$ cat config.mk
export PLATFORM = sky130hd
export DESIGN_NAME = first_fit_grid_tile_packer_top_flat
export DESIGN_NICKNAME = d
export VERILOG_FILES = /design/src/rtl/ffgp_pkg.sv /design/src/rtl/ffgp_if.sv /design/src/rtl/first_fit_grid_tile_packer_top.sv /design/src/rtl/ffgp_occ_mem.sv /design/src/rtl/ffgp_fit_unit.sv /design/src/rtl/ffgp_pix_unit.sv /design/src/flat_wrapper.sv
export SDC_FILE = /design/constraint.sdc
export NUM_CORES = 1
export LEC_CHECK = 0
export BUFFER_PORTS_ARGS = -buffer_cell sky130_fd_sc_hd__buf_2
export CORE_UTILIZATION = 45
export CTS_BUF_LIST = sky130_fd_sc_hd__clkbuf_8
export CTS_CLUSTER_SIZE = 20
export DETAILED_ROUTE_END_ITERATION = 6
export HOLD_SLACK_MARGIN = 0.02
export PLACE_DENSITY = 0.73
export SYNTH_ARGS = -nofsm -noshare
export SYNTH_HDL_FRONTEND = slang
export SYNTH_SLANG_ARGS = --single-unit
$ cat constraint.sdc
create_clock -name clk -period 6.56 [get_ports clk]
set_clock_uncertainty 0.05 [all_clocks]
set_input_delay 1.312 -clock clk [delete_from_list [all_inputs] [get_ports clk]]
set_output_delay 1.312 -clock clk [all_outputs]
set_load 0.005 [all_outputs]
$ cat src/rtl/ffgp_pkg.sv
// ----------------------------------------------------------------------------
// ffgp_pkg
// Field widths, codes, footprint tables and shared types of the tile packer.
// ----------------------------------------------------------------------------
package ffgp_pkg;

  localparam int CMD_W      = 1;
  localparam int SIZE_W     = 2;
  localparam int POS_X_W    = 12;
  localparam int POS_Y_W    = 15;
  localparam int SPAN_W     = 12;
  localparam int USED_W     = 15;
  localparam int GCOL_W     = 4;
  localparam int CELL_W     = 8;
  localparam int GAP_W      = 6;
  localparam int PITCH_W    = 9;
  localparam int CFG_IDX_W  = 2;
  localparam int CFG_DATA_W = 8;
  localparam int FOOT_W     = 3;

  localparam int SHORT_MAX = 4095;
  localparam int LONG_MAX  = 32767;

  localparam logic [CMD_W-1:0] CMD_PLACE = 1'b0;
  localparam logic [CMD_W-1:0] CMD_CLEAR = 1'b1;

  localparam logic [SIZE_W-1:0] SZ_SMALL  = 2'd0;
  localparam logic [SIZE_W-1:0] SZ_MEDIUM = 2'd1;
  localparam logic [SIZE_W-1:0] SZ_WIDE   = 2'd2;
  localparam logic [SIZE_W-1:0] SZ_LARGE  = 2'd3;

  localparam logic [CFG_IDX_W-1:0] REG_GRID_COLUMNS = 2'd0;
  localparam logic [CFG_IDX_W-1:0] REG_CELL_PIXELS  = 2'd1;
  localparam logic [CFG_IDX_W-1:0] REG_GAP_PIXELS   = 2'd2;

  localparam logic [GCOL_W-1:0] GCOL_RST = 4'd6;
  localparam logic [CELL_W-1:0] CELL_RST = 8'd100;
  localparam logic [GAP_W-1:0]  GAP_RST  = 6'd4;

  typedef logic [FOOT_W-1:0] foot_t;

  // One request to the shared pixel unit.
  typedef struct packed {
    logic              span;
    logic [CELL_W-1:0] cell_len;
    logic [GAP_W-1:0]  gap;
  } pix_op_t;

  function automatic foot_t tile_w(input logic [SIZE_W-1:0] code);
    foot_t w;
    case (code)
      SZ_SMALL:  w = 3'd1;
      SZ_MEDIUM: w = 3'd2;
      SZ_WIDE:   w = 3'd4;
      SZ_LARGE:  w = 3'd4;
      default:   w = 3'd1;
    endcase
    return w;
  endfunction

  function automatic foot_t tile_h(input logic [SIZE_W-1:0] code);
    foot_t h;
    case (code)
      SZ_SMALL:  h = 3'd1;
      SZ_MEDIUM: h = 3'd2;
      SZ_WIDE:   h = 3'd2;
      SZ_LARGE:  h = 3'd4;
      default:   h = 3'd1;
    endcase
    return h;
  endfunction

endpackage

$ cat src/rtl/ffgp_if.sv
// ----------------------------------------------------------------------------
// ffgp_if
// Command and result channels of the tile packer, valid/ready handshake.
// ----------------------------------------------------------------------------
interface ffgp_cmd_if;
  import ffgp_pkg::*;
  logic              valid;
  logic              ready;
  logic [CMD_W-1:0]  command;
  logic [SIZE_W-1:0] tile_size;
  modport source (output valid, command, tile_size, input ready);
  modport sink   (input valid, command, tile_size, output ready);
endinterface

interface ffgp_res_if;
  import ffgp_pkg::*;
  logic               valid;
  logic               ready;
  logic [POS_X_W-1:0] pos_x;
  logic [POS_Y_W-1:0] pos_y;
  logic [SPAN_W-1:0]  size_w;
  logic [SPAN_W-1:0]  size_h;
  logic [USED_W-1:0]  used_height;
  logic               grid_full;
  modport source (output valid, pos_x, pos_y, size_w, size_h, used_height, grid_full,
                  input ready);
  modport sink   (input valid, pos_x, pos_y, size_w, size_h, used_height, grid_full,
                  output ready);
endinterface

$ cat src/rtl/first_fit_grid_tile_packer_top.sv
// ----------------------------------------------------------------------------
// first_fit_grid_tile_packer_top
// First-fit packer of square and wide tiles into a column-bounded cell grid.
// ----------------------------------------------------------------------------
//
//   channel | dir | beat contents                                   | handshake
//   --------+-----+-------------------------------------------------+----------
//   cmd     | in  | command, tile_size                              | valid/ready
//   res     | out | pos_x, pos_y, size_w, size_h, used_height, full | valid/ready
//   cfg_*   | in  | cfg_index, cfg_data                             | cfg_we only
//
// A clear beat goes from idle straight to the emit state. A place beat scans,
// writes back and runs the pixel passes: rows are streamed through the single
// bitmap read port (first fitting row + tile height, at most MAX_ROWS), the
// tile rows are written back on the single write port (none when full), and
// the shared multiplier makes 5 passes. Reset is synchronous and empties the
// grid at once through per-row valid bits. cmd is ready only between items; a
// finished result waits in the res register while the next command beat is taken.
//
module first_fit_grid_tile_packer_top #(
  parameter int MAX_COLUMNS = 8,
  parameter int MAX_ROWS    = 64
) (
  input  logic                             clk,
  input  logic                             rst,
  ffgp_cmd_if.sink                         cmd,
  ffgp_res_if.source                       res,
  input  logic                             cfg_we,
  input  logic [ffgp_pkg::CFG_IDX_W-1:0]   cfg_index,
  input  logic [ffgp_pkg::CFG_DATA_W-1:0]  cfg_data
);
  import ffgp_pkg::*;

  localparam int ROW_W = $clog2(MAX_ROWS);
  localparam int RU_W  = $clog2(MAX_ROWS + 1);
  localparam int COL_W = $clog2(MAX_COLUMNS);
  localparam int CNT_W = $clog2(MAX_COLUMNS + 1);
  localparam int N_A   = (RU_W > COL_W) ? RU_W : COL_W;
  localparam int N_W   = (N_A > FOOT_W) ? N_A : FOOT_W;

  // sequencer states
  localparam logic [2:0] S_IDLE  = 3'd0;
  localparam logic [2:0] S_SCAN  = 3'd1;
  localparam logic [2:0] S_WRITE = 3'd2;
  localparam logic [2:0] S_PIX   = 3'd3;
  localparam logic [2:0] S_EMIT  = 3'd4;

  // pixel unit passes
  localparam logic [2:0] P_POS_X  = 3'd0;
  localparam logic [2:0] P_POS_Y  = 3'd1;
  localparam logic [2:0] P_SIZE_W = 3'd2;
  localparam logic [2:0] P_SIZE_H = 3'd3;
  localparam logic [2:0] P_USED   = 3'd4;

  // configuration
  logic [GCOL_W-1:0] grid_columns;
  logic [CELL_W-1:0] cell_pixels;
  logic [GAP_W-1:0]  gap_pixels;
  logic [CNT_W-1:0]  cols_eff;

  // sequencer and search state
  logic [2:0]             state;
  foot_t                  tw;
  foot_t                  th;
  logic [ROW_W-1:0]       raddr;
  logic                   issue_done;
  logic                   dvld;
  logic [ROW_W-1:0]       drow;
  logic [MAX_COLUMNS-1:0] win [3];
  logic [MAX_COLUMNS-1:0] wb  [4];
  logic [1:0]             wcnt;
  logic [COL_W-1:0]       fcol;
  logic [ROW_W-1:0]       frow;
  logic                   found;
  logic [RU_W-1:0]        rows_in_use;
  logic [2:0]             pstep;

  // staged result
  logic [POS_X_W-1:0] rx;
  logic [POS_Y_W-1:0] ry;
  logic [SPAN_W-1:0]  rw;
  logic [SPAN_W-1:0]  rh;
  logic [USED_W-1:0]  rused;
  logic               rfull;

  // datapath
  logic [MAX_COLUMNS-1:0] rd_data;
  logic [MAX_COLUMNS-1:0] acc;
  logic                   fit_found;
  logic [COL_W-1:0]       fit_col;
  logic [MAX_COLUMNS-1:0] fit_mask;
  logic                   cand_ok;
  logic                   hit;
  logic                   mem_we;
  logic [ROW_W-1:0]       mem_waddr;
  logic                   grid_clr;
  logic [N_W-1:0]         pix_n;
  pix_op_t                pix_op;
  logic [SPAN_W-1:0]      pix_short;
  logic [USED_W-1:0]      pix_long;
  logic [RU_W-1:0]        row_end;
  foot_t                  w_raw;

  // configuration writes: indexes beyond the list are dropped
  always_ff @(posedge clk) begin
    if (rst) begin
      grid_columns <= GCOL_RST;
      cell_pixels  <= CELL_RST;
      gap_pixels   <= GAP_RST;
    end else if (cfg_we) begin
      case (cfg_index)
        REG_GRID_COLUMNS: grid_columns <= cfg_data[GCOL_W-1:0];
        REG_CELL_PIXELS:  cell_pixels  <= cfg_data[CELL_W-1:0];
        REG_GAP_PIXELS:   gap_pixels   <= cfg_data[GAP_W-1:0];
        default: ;
      endcase
    end
  end

  // zero columns behaves as one, excess saturates at the bitmap width
  always_comb begin
    if (grid_columns == '0) begin
      cols_eff = CNT_W'(1);
    end else if (32'(grid_columns) > 32'(MAX_COLUMNS)) begin
      cols_eff = CNT_W'(MAX_COLUMNS);
    end else begin
      cols_eff = CNT_W'(grid_columns);
    end
  end

  assign cmd.ready = (state == S_IDLE);
  assign grid_clr  = cmd.valid && cmd.ready && (cmd.command == CMD_CLEAR);
  assign w_raw     = tile_w(cmd.tile_size);

  assign mem_we    = (state == S_WRITE);
  assign mem_waddr = drow - ROW_W'(wcnt);

  ffgp_occ_mem #(
    .ROWS (MAX_ROWS),
    .COLS (MAX_COLUMNS)
  ) u_occ_mem (
    .clk     (clk),
    .rst     (rst),
    .clr     (grid_clr),
    .rd_addr (raddr),
    .rd_data (rd_data),
    .wr_en   (mem_we),
    .wr_addr (mem_waddr),
    .wr_data (wb[wcnt])
  );

  // merge the newest row with the rows above it, as deep as the tile
  always_comb begin
    acc = rd_data;
    if (th > 3'd1) acc = acc | win[0];
    if (th > 3'd2) acc = acc | win[1];
    if (th > 3'd3) acc = acc | win[2];
  end

  assign row_end = RU_W'(drow) + RU_W'(1);
  assign cand_ok = dvld && (row_end >= RU_W'(th));
  assign hit     = cand_ok && fit_found;

  ffgp_fit_unit #(
    .COLS (MAX_COLUMNS)
  ) u_fit (
    .acc   (acc),
    .w     (tw),
    .cols  (cols_eff),
    .found (fit_found),
    .col   (fit_col),
    .mask  (fit_mask)
  );

  // operand select for the shared pixel unit; a miss feeds zero except for the used-height pass
  always_comb begin
    pix_op.cell_len = cell_pixels;
    pix_op.gap      = gap_pixels;
    pix_op.span     = 1'b1;
    pix_n           = '0;
    case (pstep)
      P_POS_X: begin
        pix_op.span = 1'b0;
        pix_n       = found ? N_W'(fcol) : '0;
      end
      P_POS_Y: begin
        pix_op.span = 1'b0;
        pix_n       = found ? N_W'(frow) : '0;
      end
      P_SIZE_W: pix_n = found ? N_W'(tw) : '0;
      P_SIZE_H: pix_n = found ? N_W'(th) : '0;
      P_USED:   pix_n = N_W'(rows_in_use);
      default:  pix_n = '0;
    endcase
  end

  ffgp_pix_unit #(
    .N_W (N_W)
  ) u_pix (
    .n         (pix_n),
    .op        (pix_op),
    .sat_short (pix_short),
    .sat_long  (pix_long)
  );

  // main sequencer
  always_ff @(posedge clk) begin
    if (rst) begin
      state       <= S_IDLE;
      res.valid   <= 1'b0;
      rows_in_use <= '0;
      dvld        <= 1'b0;
      issue_done  <= 1'b0;
      found       <= 1'b0;
    end else begin
      if (res.valid && res.ready && (state != S_EMIT)) begin
        res.valid <= 1'b0;
      end
      case (state)
        S_IDLE: begin
          if (cmd.valid) begin
            if (cmd.command == CMD_CLEAR) begin
              rows_in_use <= '0;
              found       <= 1'b0;
              rx          <= '0;
              ry          <= '0;
              rw          <= '0;
              rh          <= '0;
              rused       <= '0;
              rfull       <= 1'b0;
              state       <= S_EMIT;
            end else begin
              // clamp tile width to the column count
              if (CNT_W'(w_raw) > cols_eff) begin
                tw <= FOOT_W'(cols_eff);
              end else begin
                tw <= w_raw;
              end
              th         <= tile_h(cmd.tile_size);
              raddr      <= '0;
              issue_done <= 1'b0;
              dvld       <= 1'b0;
              found      <= 1'b0;
              state      <= S_SCAN;
            end
          end
        end
        S_SCAN: begin
          // stream rows top-down, one read issued per cycle; hold the
          // bottom row of a hit for the write-back addresses
          dvld <= !issue_done && !hit;
          if (!hit) begin
            drow <= raddr;
          end
          if (!issue_done) begin
            if (raddr == ROW_W'(MAX_ROWS - 1)) begin
              issue_done <= 1'b1;
            end else begin
              raddr <= raddr + ROW_W'(1);
            end
          end
          if (dvld) begin
            win[0] <= rd_data;
            win[1] <= win[0];
            win[2] <= win[1];
            if (hit) begin
              found <= 1'b1;
              fcol  <= fit_col;
              frow  <= drow - ROW_W'(th) + ROW_W'(1);
              wb[0] <= rd_data | fit_mask;
              wb[1] <= win[0] | fit_mask;
              wb[2] <= win[1] | fit_mask;
              wb[3] <= win[2] | fit_mask;
              wcnt  <= '0;
              if (row_end > rows_in_use) begin
                rows_in_use <= row_end;
              end
              state <= S_WRITE;
            end else if (drow == ROW_W'(MAX_ROWS - 1)) begin
              pstep <= P_POS_X;
              state <= S_PIX;
            end
          end
        end
        S_WRITE: begin
          // write back from the bottom tile row upwards
          if (FOOT_W'(wcnt) + FOOT_W'(1) == th) begin
            pstep <= P_POS_X;
            state <= S_PIX;
          end else begin
            wcnt <= wcnt + 2'd1;
          end
        end
        S_PIX: begin
          pstep <= pstep + 3'd1;
          case (pstep)
            P_POS_X:  rx <= pix_short;
            P_POS_Y:  ry <= pix_long;
            P_SIZE_W: rw <= pix_short;
            P_SIZE_H: rh <= pix_short;
            default: begin
              rused <= pix_long;
              rfull <= !found;
              state <= S_EMIT;
            end
          endcase
        end
        S_EMIT: begin
          // hold until the result register is free
          if (!res.valid || res.ready) begin
            res.valid       <= 1'b1;
            res.pos_x       <= rx;
            res.pos_y       <= ry;
            res.size_w      <= rw;
            res.size_h      <= rh;
            res.used_height <= rused;
            res.grid_full   <= rfull;
            state           <= S_IDLE;
          end
        end
        default: state <= S_IDLE;
      endcase
    end
  end

endmodule

$ cat src/rtl/ffgp_occ_mem.sv
// ----------------------------------------------------------------------------
// ffgp_occ_mem
// Occupancy bitmap: one row word per entry, registered read, row valid bits.
// ----------------------------------------------------------------------------
module ffgp_occ_mem #(
  parameter int ROWS = 64,
  parameter int COLS = 8
) (
  input  logic                    clk,
  input  logic                    rst,
  input  logic                    clr,
  input  logic [$clog2(ROWS)-1:0] rd_addr,
  output logic [COLS-1:0]         rd_data,
  input  logic                    wr_en,
  input  logic [$clog2(ROWS)-1:0] wr_addr,
  input  logic [COLS-1:0]         wr_data
);

  logic [COLS-1:0] mem [ROWS];
  logic [ROWS-1:0] row_vld;
  logic [COLS-1:0] rd_q;
  logic            rd_vld_q;

  always_ff @(posedge clk) begin
    if (wr_en) begin
      mem[wr_addr] <= wr_data;
    end
    rd_q <= mem[rd_addr];
  end

  // an invalid row reads as empty
  always_ff @(posedge clk) begin
    if (rst) begin
      row_vld  <= '0;
      rd_vld_q <= 1'b0;
    end else begin
      rd_vld_q <= row_vld[rd_addr];
      if (clr) begin
        row_vld <= '0;
      end else if (wr_en) begin
        row_vld[wr_addr] <= 1'b1;
      end
    end
  end

  assign rd_data = rd_vld_q ? rd_q : '0;

endmodule

$ cat src/rtl/ffgp_fit_unit.sv
// ----------------------------------------------------------------------------
// ffgp_fit_unit
// First free column of a merged row window for a tile of a given width.
// ----------------------------------------------------------------------------
module ffgp_fit_unit #(
  parameter int COLS = 8
) (
  input  logic [COLS-1:0]           acc,
  input  ffgp_pkg::foot_t           w,
  input  logic [$clog2(COLS+1)-1:0] cols,
  output logic                      found,
  output logic [$clog2(COLS)-1:0]   col,
  output logic [COLS-1:0]           mask
);
  import ffgp_pkg::*;

  localparam int CNT_W = $clog2(COLS + 1);
  localparam int COL_W = $clog2(COLS);

  logic [COLS-1:0] wmask;
  logic [COLS-1:0] fits;
  logic [CNT_W:0]  reach [COLS];

  always_comb begin
    wmask = '0;
    for (int i = 0; i < COLS; i++) begin
      if (CNT_W'(i) < CNT_W'(w)) begin
        wmask[i] = 1'b1;
      end
    end
  end

  always_comb begin
    for (int c = 0; c < COLS; c++) begin
      reach[c] = (CNT_W+1)'(c) + (CNT_W+1)'(w);
      fits[c]  = (reach[c] <= {1'b0, cols}) && ((acc & (wmask << c)) == '0);
    end
  end

  // lowest fitting column wins
  always_comb begin
    found = 1'b0;
    col   = '0;
    for (int c = COLS - 1; c >= 0; c--) begin
      if (fits[c]) begin
        found = 1'b1;
        col   = COL_W'(c);
      end
    end
    mask = wmask << col;
  end

endmodule

$ cat src/rtl/ffgp_pix_unit.sv
// ----------------------------------------------------------------------------
// ffgp_pix_unit
// Shared pixel unit: n * (cell + gap), less one gap for spans, saturated.
// ----------------------------------------------------------------------------
module ffgp_pix_unit #(
  parameter int N_W = 7
) (
  input  logic [N_W-1:0]               n,
  input  ffgp_pkg::pix_op_t            op,
  output logic [ffgp_pkg::SPAN_W-1:0]  sat_short,
  output logic [ffgp_pkg::USED_W-1:0]  sat_long
);
  import ffgp_pkg::*;

  localparam int PROD_W = N_W + PITCH_W;

  logic [PITCH_W-1:0] pitch;
  logic [PROD_W-1:0]  prod;
  logic [PROD_W-1:0]  val;
  logic [31:0]        val32;

  always_comb begin
    pitch = PITCH_W'(op.cell_len) + PITCH_W'(op.gap);
    prod  = PROD_W'(n) * PROD_W'(pitch);
    if (n == '0) begin
      val = '0;
    end else if (op.span) begin
      val = prod - PROD_W'(op.gap);
    end else begin
      val = prod;
    end
    val32     = 32'(val);
    sat_short = (val32 > 32'(SHORT_MAX)) ? SPAN_W'(SHORT_MAX) : val32[SPAN_W-1:0];
    sat_long  = (val32 > 32'(LONG_MAX))  ? USED_W'(LONG_MAX)  : val32[USED_W-1:0];
  end

endmodule

$ cat src/flat_wrapper.sv
// flat-port wrapper written by rule: the top's interface ports become plain ports
module first_fit_grid_tile_packer_top_flat import ffgp_pkg::*;
#(
  parameter int MAX_COLUMNS = 8,
  parameter int MAX_ROWS    = 64
)
  (clk, rst, cfg_we, cfg_index, cfg_data, cmd_valid, cmd_command, cmd_tile_size, cmd_ready, res_valid, res_pos_x, res_pos_y, res_size_w, res_size_h, res_used_height, res_grid_full, res_ready);
  ffgp_cmd_if cmd_i ();
  ffgp_res_if res_i ();
  input  logic clk;
  input  logic rst;
  input  logic cfg_we;
  input  logic [ffgp_pkg::CFG_IDX_W-1:0] cfg_index;
  input  logic [ffgp_pkg::CFG_DATA_W-1:0] cfg_data;
  input wire logic [$bits(cmd_i.valid)-1:0] cmd_valid;
  input wire logic [$bits(cmd_i.command)-1:0] cmd_command;
  input wire logic [$bits(cmd_i.tile_size)-1:0] cmd_tile_size;
  output wire logic [$bits(cmd_i.ready)-1:0] cmd_ready;
  output wire logic [$bits(res_i.valid)-1:0] res_valid;
  output wire logic [$bits(res_i.pos_x)-1:0] res_pos_x;
  output wire logic [$bits(res_i.pos_y)-1:0] res_pos_y;
  output wire logic [$bits(res_i.size_w)-1:0] res_size_w;
  output wire logic [$bits(res_i.size_h)-1:0] res_size_h;
  output wire logic [$bits(res_i.used_height)-1:0] res_used_height;
  output wire logic [$bits(res_i.grid_full)-1:0] res_grid_full;
  input wire logic [$bits(res_i.ready)-1:0] res_ready;
  assign cmd_i.valid = cmd_valid;
  assign cmd_i.command = cmd_command;
  assign cmd_i.tile_size = cmd_tile_size;
  assign cmd_ready = cmd_i.ready;
  assign res_valid = res_i.valid;
  assign res_pos_x = res_i.pos_x;
  assign res_pos_y = res_i.pos_y;
  assign res_size_w = res_i.size_w;
  assign res_size_h = res_i.size_h;
  assign res_used_height = res_i.used_height;
  assign res_grid_full = res_i.grid_full;
  assign res_i.ready = res_ready;
  first_fit_grid_tile_packer_top #(.MAX_COLUMNS(MAX_COLUMNS), .MAX_ROWS(MAX_ROWS)) u_core (.clk(clk), .rst(rst), .cmd(cmd_i), .res(res_i), .cfg_we(cfg_we), .cfg_index(cfg_index), .cfg_data(cfg_data));
endmodule
==> impl_metrics.yaml <==
route:
  total_vias_in_the_final_route: 21030
  drt_first_pass_iters: 5
  routedWlPerCell_um: 22.70
  antenna_violating_nets_post_route: 0
  drt-initial-drc-count: 1874
  met2_length_um: 41980
  routed_length_on_met1_um: 32690
  post-route-drc-count: 0
  post_drt_via_cell_ratio: 5.764
  route.met3.wl_um: 5181
  routed_wl_um: 82840
  top_layer: "met4"
logic_synthesis:
  yosysTopAreaCellShare: 0.6022
  ys_types: 85
  syn_nets: 2395
  ys_warn_count: 0
  synth-xor-area-share: 0.01101
  synth_edf_count: 734
  yosysTopAreaCell: "sky130_fd_sc_hd__edfxtp_1"
  postSynth.asyncResetShare: 0
  synth_simple_gate_area_frac: 0.06016
  syn_avg_cell_area_um2: 16.43
  synth-compound-area-share: 0.06430
  dominantRegCellSynth: "sky130_fd_sc_hd__edfxtp_1"
  yosys_register_bits: 841
  synth_top_family_by_area: "multiplexers"
  synth_mux_area_frac: 0.1265
  synth.cell_area_um2: 36600
  syn-instance-count: 2228
  synth.top_cells.by_area: "sky130_fd_sc_hd__edfxtp_1, sky130_fd_sc_hd__mux4_2, sky130_fd_sc_hd__dfxtp_1, sky130_fd_sc_hd__ha_1, sky130_fd_sc_hd__nor2_1"
  synth_sequential_area_ratio: 0.6607
  yosys.area_share.adder: 0.05873
critical_path:
  dominant_cell_type_by_count_on_the_critical_path: "sky130_fd_sc_hd__fa_1"
  critical_path_required_ps: 6980
  worst_ep_arrival_time_ps: 7070
  worst-path-buf-inv: 3
  timing.critical_path.to_type: "flip-flop"
  slowest_stage: "sky130_fd_sc_hd__or4_4"
  cp_top_family: "adder cells"
  setup.worst_path.class: "flip-flop to flip-flop"
  crit_path_start_kind: "flip-flop"
  crit_fanout: 6
  crit-reg2reg-launch: "u_core.gap_pixels[0]"
  critical_path.startpoint: "u_core.gap_pixels[0]"
  critPathMaxStageDelay_ps: 590
  crit_chain: "ha_4 -> inv_2 -> fa_2 -> inv_2 -> a21oi_2 -> o21bai_2 -> a21o_1 -> a21o_1 -> xnor2_2 -> nor2_2 -> fa_1 -> fa_1 -> fa_1 -> fa_1 -> ha_4 -> or3_4 -> a2111o_1 -> or4_4 -> o21ai_2 -> o211ai_1 -> a21boi_4 -> buf_6 -> a31oi_2"
outcome:
  violations: "negative setup slack"
  outcome: "finished with violations"
placement:
  place.gp.congestion: 0.8914
  place_hpwl_um: 54120
  port-buffer-count: 86
clock_tree:
  clkTransAtPathRegs_ps: 60
  cts.root.buffer_cell: "sky130_fd_sc_hd__clkbuf_8"
  clock_insertion_delay_worst_skew_ps: 810
  tritoncts_clock_tree: "yes"
  clk_path_buf_depth: 3
  cts.sinks: 841
  htree_levels: 4
  cts-buffers-inserted: 135
die:
  placementRows: 104
  chipWidth_um: 287.2
  start_util: 0.4544
  die_height_um: 287.2
  core_area_um2: 80550
  fp.dieArea_um2: 82480
  i_o_pin_cnt: 87
power_and_ir_drop:
  power_density_normalized_to_cell_area_nw_per_um2: 299.4
  maximum_vdd_ir_drop_mv: 0.1967
  power_leakage_uw: 0.01476
cells_and_area:
  flow.area_growth_from_synthesis_pct: 14.69
  antenna-diode-count: 0
  number_of_fillers_in_the_final_layout: 6318
  finalNetCount: 2648
  drive_above_1_share: 0.2665
  utilization: 0.5212
sta:
  relSlewSlack: 0.1048
  timing.final.ws_setup_ps: -89.93
  final-hold-violation-count: 0
  timing.fmax_mhz: 150.4
  post_route_minimum_period_ps: 6650
  final_setup_violations: 42
  layout_worst_path_cycle_share: 1.014
  setup-tns-final_ps: -2586
  slew_worst_pin_ps: 1343
  report.final.slew_viol_count: 0
  rsz0062_at_grt: "true"
job:
  max_cap_violations: 0
grt:
  grt_util_all_layers: 0.2014
  pin_count_of_the_biggest_net_entering_global_routing: 148
  antenna_found_initial: 0
  via_count_of_the_first_global_routing_pass: 21590
  overflow: 0
  global_route_wire_length_before_repair_um: 125300
worst_hold_path:
  holdCritStartpoint: "u_core.rx[7]"
  worst_hold_path_type: "flip-flop to flip-flop"
cells by family after synthesis:
family	count (synthesis)
simple gates	461
flops	841
compound gates	337
fa+ha+maj	149
xor+xnor	46
mux	216
buf+inv	178
sequential cells by signal, summed over array words and instances (netlist names), 7 cells and up, named ones only:
| name | count |
|---|---|
| u_core.res.size_w | 12 |
| u_core.rh | 12 |
| u_core.rows_in_use | 7 |
| u_core.u_occ_mem.rd_q | 8 |
| u_core.rx | 12 |
| u_core.win | 24 |
| u_core.res.used_height | 15 |
| u_core.res.size_h | 12 |
| u_core.cell_pixels | 8 |
| u_core.u_occ_mem.row_vld | 64 |
| u_core.u_occ_mem.mem | 512 |
| u_core.rw | 12 |
| u_core.res.pos_x | 12 |
| u_core.wb | 32 |
| u_core.ry | 15 |
| u_core.res.pos_y | 15 |
| u_core.rused | 15 |
per-stage QoR:
stage | setup WS, ps | power (µW) | instance area, µm² | hold WS, ps | cells
final | -89.93 | 12570 | 41980 | 361.2 | 3649
after global routing | -317.1 | 13040 | 41980 | 371.1 | 3649
after CTS | -54.30 | 12650 | 41700 | 359.9 | 3642
after detailed placement | -286.7 | 8461 | 38870 | 354.5 | 3385
after global placement | -174.6 | 8393 | 38870 | 358.7 | 3385
after floorplan | 9.095 | 7745 | 36700 | 350.3 | 2228
placed cells by master (no fill, tap or decap), types with 10 or more instances in the layout:
master | Yosys | layout
sky130_fd_sc_hd__a21o_1 | 16 | 16
sky130_fd_sc_hd__a21oi_1 | 72 | 64
sky130_fd_sc_hd__a21oi_2 | 3 | 10
sky130_fd_sc_hd__a31oi_1 | 23 | 11
sky130_fd_sc_hd__a31oi_2 | 1 | 10
sky130_fd_sc_hd__and2_1 | 14 | 13
sky130_fd_sc_hd__buf_2 | 6 | 86
sky130_fd_sc_hd__buf_4 | 1 | 101
sky130_fd_sc_hd__clkbuf_8 | 0 | 149
sky130_fd_sc_hd__clkinv_1 | 0 | 23
sky130_fd_sc_hd__clkinv_2 | 0 | 11
sky130_fd_sc_hd__dfxtp_1 | 107 | 103
sky130_fd_sc_hd__edfxtp_1 | 734 | 734
sky130_fd_sc_hd__fa_1 | 38 | 37
sky130_fd_sc_hd__ha_1 | 111 | 102
sky130_fd_sc_hd__inv_1 | 96 | 137
sky130_fd_sc_hd__mux2i_1 | 15 | 14
sky130_fd_sc_hd__mux4_2 | 197 | 197
sky130_fd_sc_hd__nand2_1 | 62 | 61
sky130_fd_sc_hd__nand2b_1 | 13 | 13
sky130_fd_sc_hd__nand3_1 | 45 | 44
sky130_fd_sc_hd__nand3b_1 | 15 | 15
sky130_fd_sc_hd__nor2_1 | 205 | 199
sky130_fd_sc_hd__nor2b_1 | 22 | 22
sky130_fd_sc_hd__nor3_1 | 17 | 15
sky130_fd_sc_hd__o211ai_1 | 10 | 10
sky130_fd_sc_hd__o21a_1 | 75 | 75
sky130_fd_sc_hd__o21ai_0 | 41 | 35
sky130_fd_sc_hd__or2_2 | 21 | 19
sky130_fd_sc_hd__xnor2_1 | 27 | 23
sky130_fd_sc_hd__xor2_1 | 19 | 17
cell usage after synthesis, types with 17 or more instances:
master / instances
sky130_fd_sc_hd__a21oi_1: 72
sky130_fd_sc_hd__a31oi_1: 23
sky130_fd_sc_hd__buf_1: 24
sky130_fd_sc_hd__clkbuf_1: 50
sky130_fd_sc_hd__dfxtp_1: 107
sky130_fd_sc_hd__edfxtp_1: 734
sky130_fd_sc_hd__fa_1: 38
sky130_fd_sc_hd__ha_1: 111
sky130_fd_sc_hd__inv_1: 96
sky130_fd_sc_hd__mux4_2: 197
sky130_fd_sc_hd__nand2_1: 62
sky130_fd_sc_hd__nand3_1: 45
sky130_fd_sc_hd__nor2_1: 205
sky130_fd_sc_hd__nor2b_1: 22
sky130_fd_sc_hd__nor3_1: 17
sky130_fd_sc_hd__o21a_1: 75
sky130_fd_sc_hd__o21ai_0: 41
sky130_fd_sc_hd__or2_2: 21
sky130_fd_sc_hd__xnor2_1: 27
sky130_fd_sc_hd__xor2_1: 19
cell type report:
type	instances	area, µm²	share of cell area
Sequential cell	841	24190	0.5762
Multi-Input combinational cell	1209	12230	0.2913
Clock inverter	96	499.2	0.01189
Tap cell	1060	1326	0.03159
Clock buffer	149	2051	0.04885
Timing Repair Buffer	197	1323	0.03150
Inverter	97	364.1	0.008673
routing by layer:
| layer | global-route usage | up-vias |
|---|---|---|
| li1 | - | 9282 |
| met1 | 0.2520 | 10740 |
| met2 | 0.3409 | 820 |
| met3 | 0.03722 | 191 |
| met4 | 0.09029 | 0 |
| met5 | 0 | - |
report_power, final:
part	internal [µW]	switching, µW	total (µW)
clock network	2120	2070	4190
logic	831	1240	2070
registers	6180	131	6310
total	9130	3440	12600
path summary, 6_finish.rpt:
| path | to | slack [ps] | cells past startpoint |
|---|---|---|---|
| hold / removal | u_core.res.pos_x[7] | 360 | 0 |
| hold reg to reg | u_core.res.pos_x[7] | 360 | 0 |
| setup / recovery | u_core.rh[11] | -90 | 23 |
| setup reg to reg | u_core.rh[11] | -90 | 23 |
repair_timing:
action                                  in CTS  in global routing
hold buffers                                 0                  0
endpoints found under the setup margin      66                 66
resized for setup                           45                 44
cloned                                       3                  0
pin swaps                                   15                 30
buffers inserted                             9                  7
(Power assumes the default switching activity.)
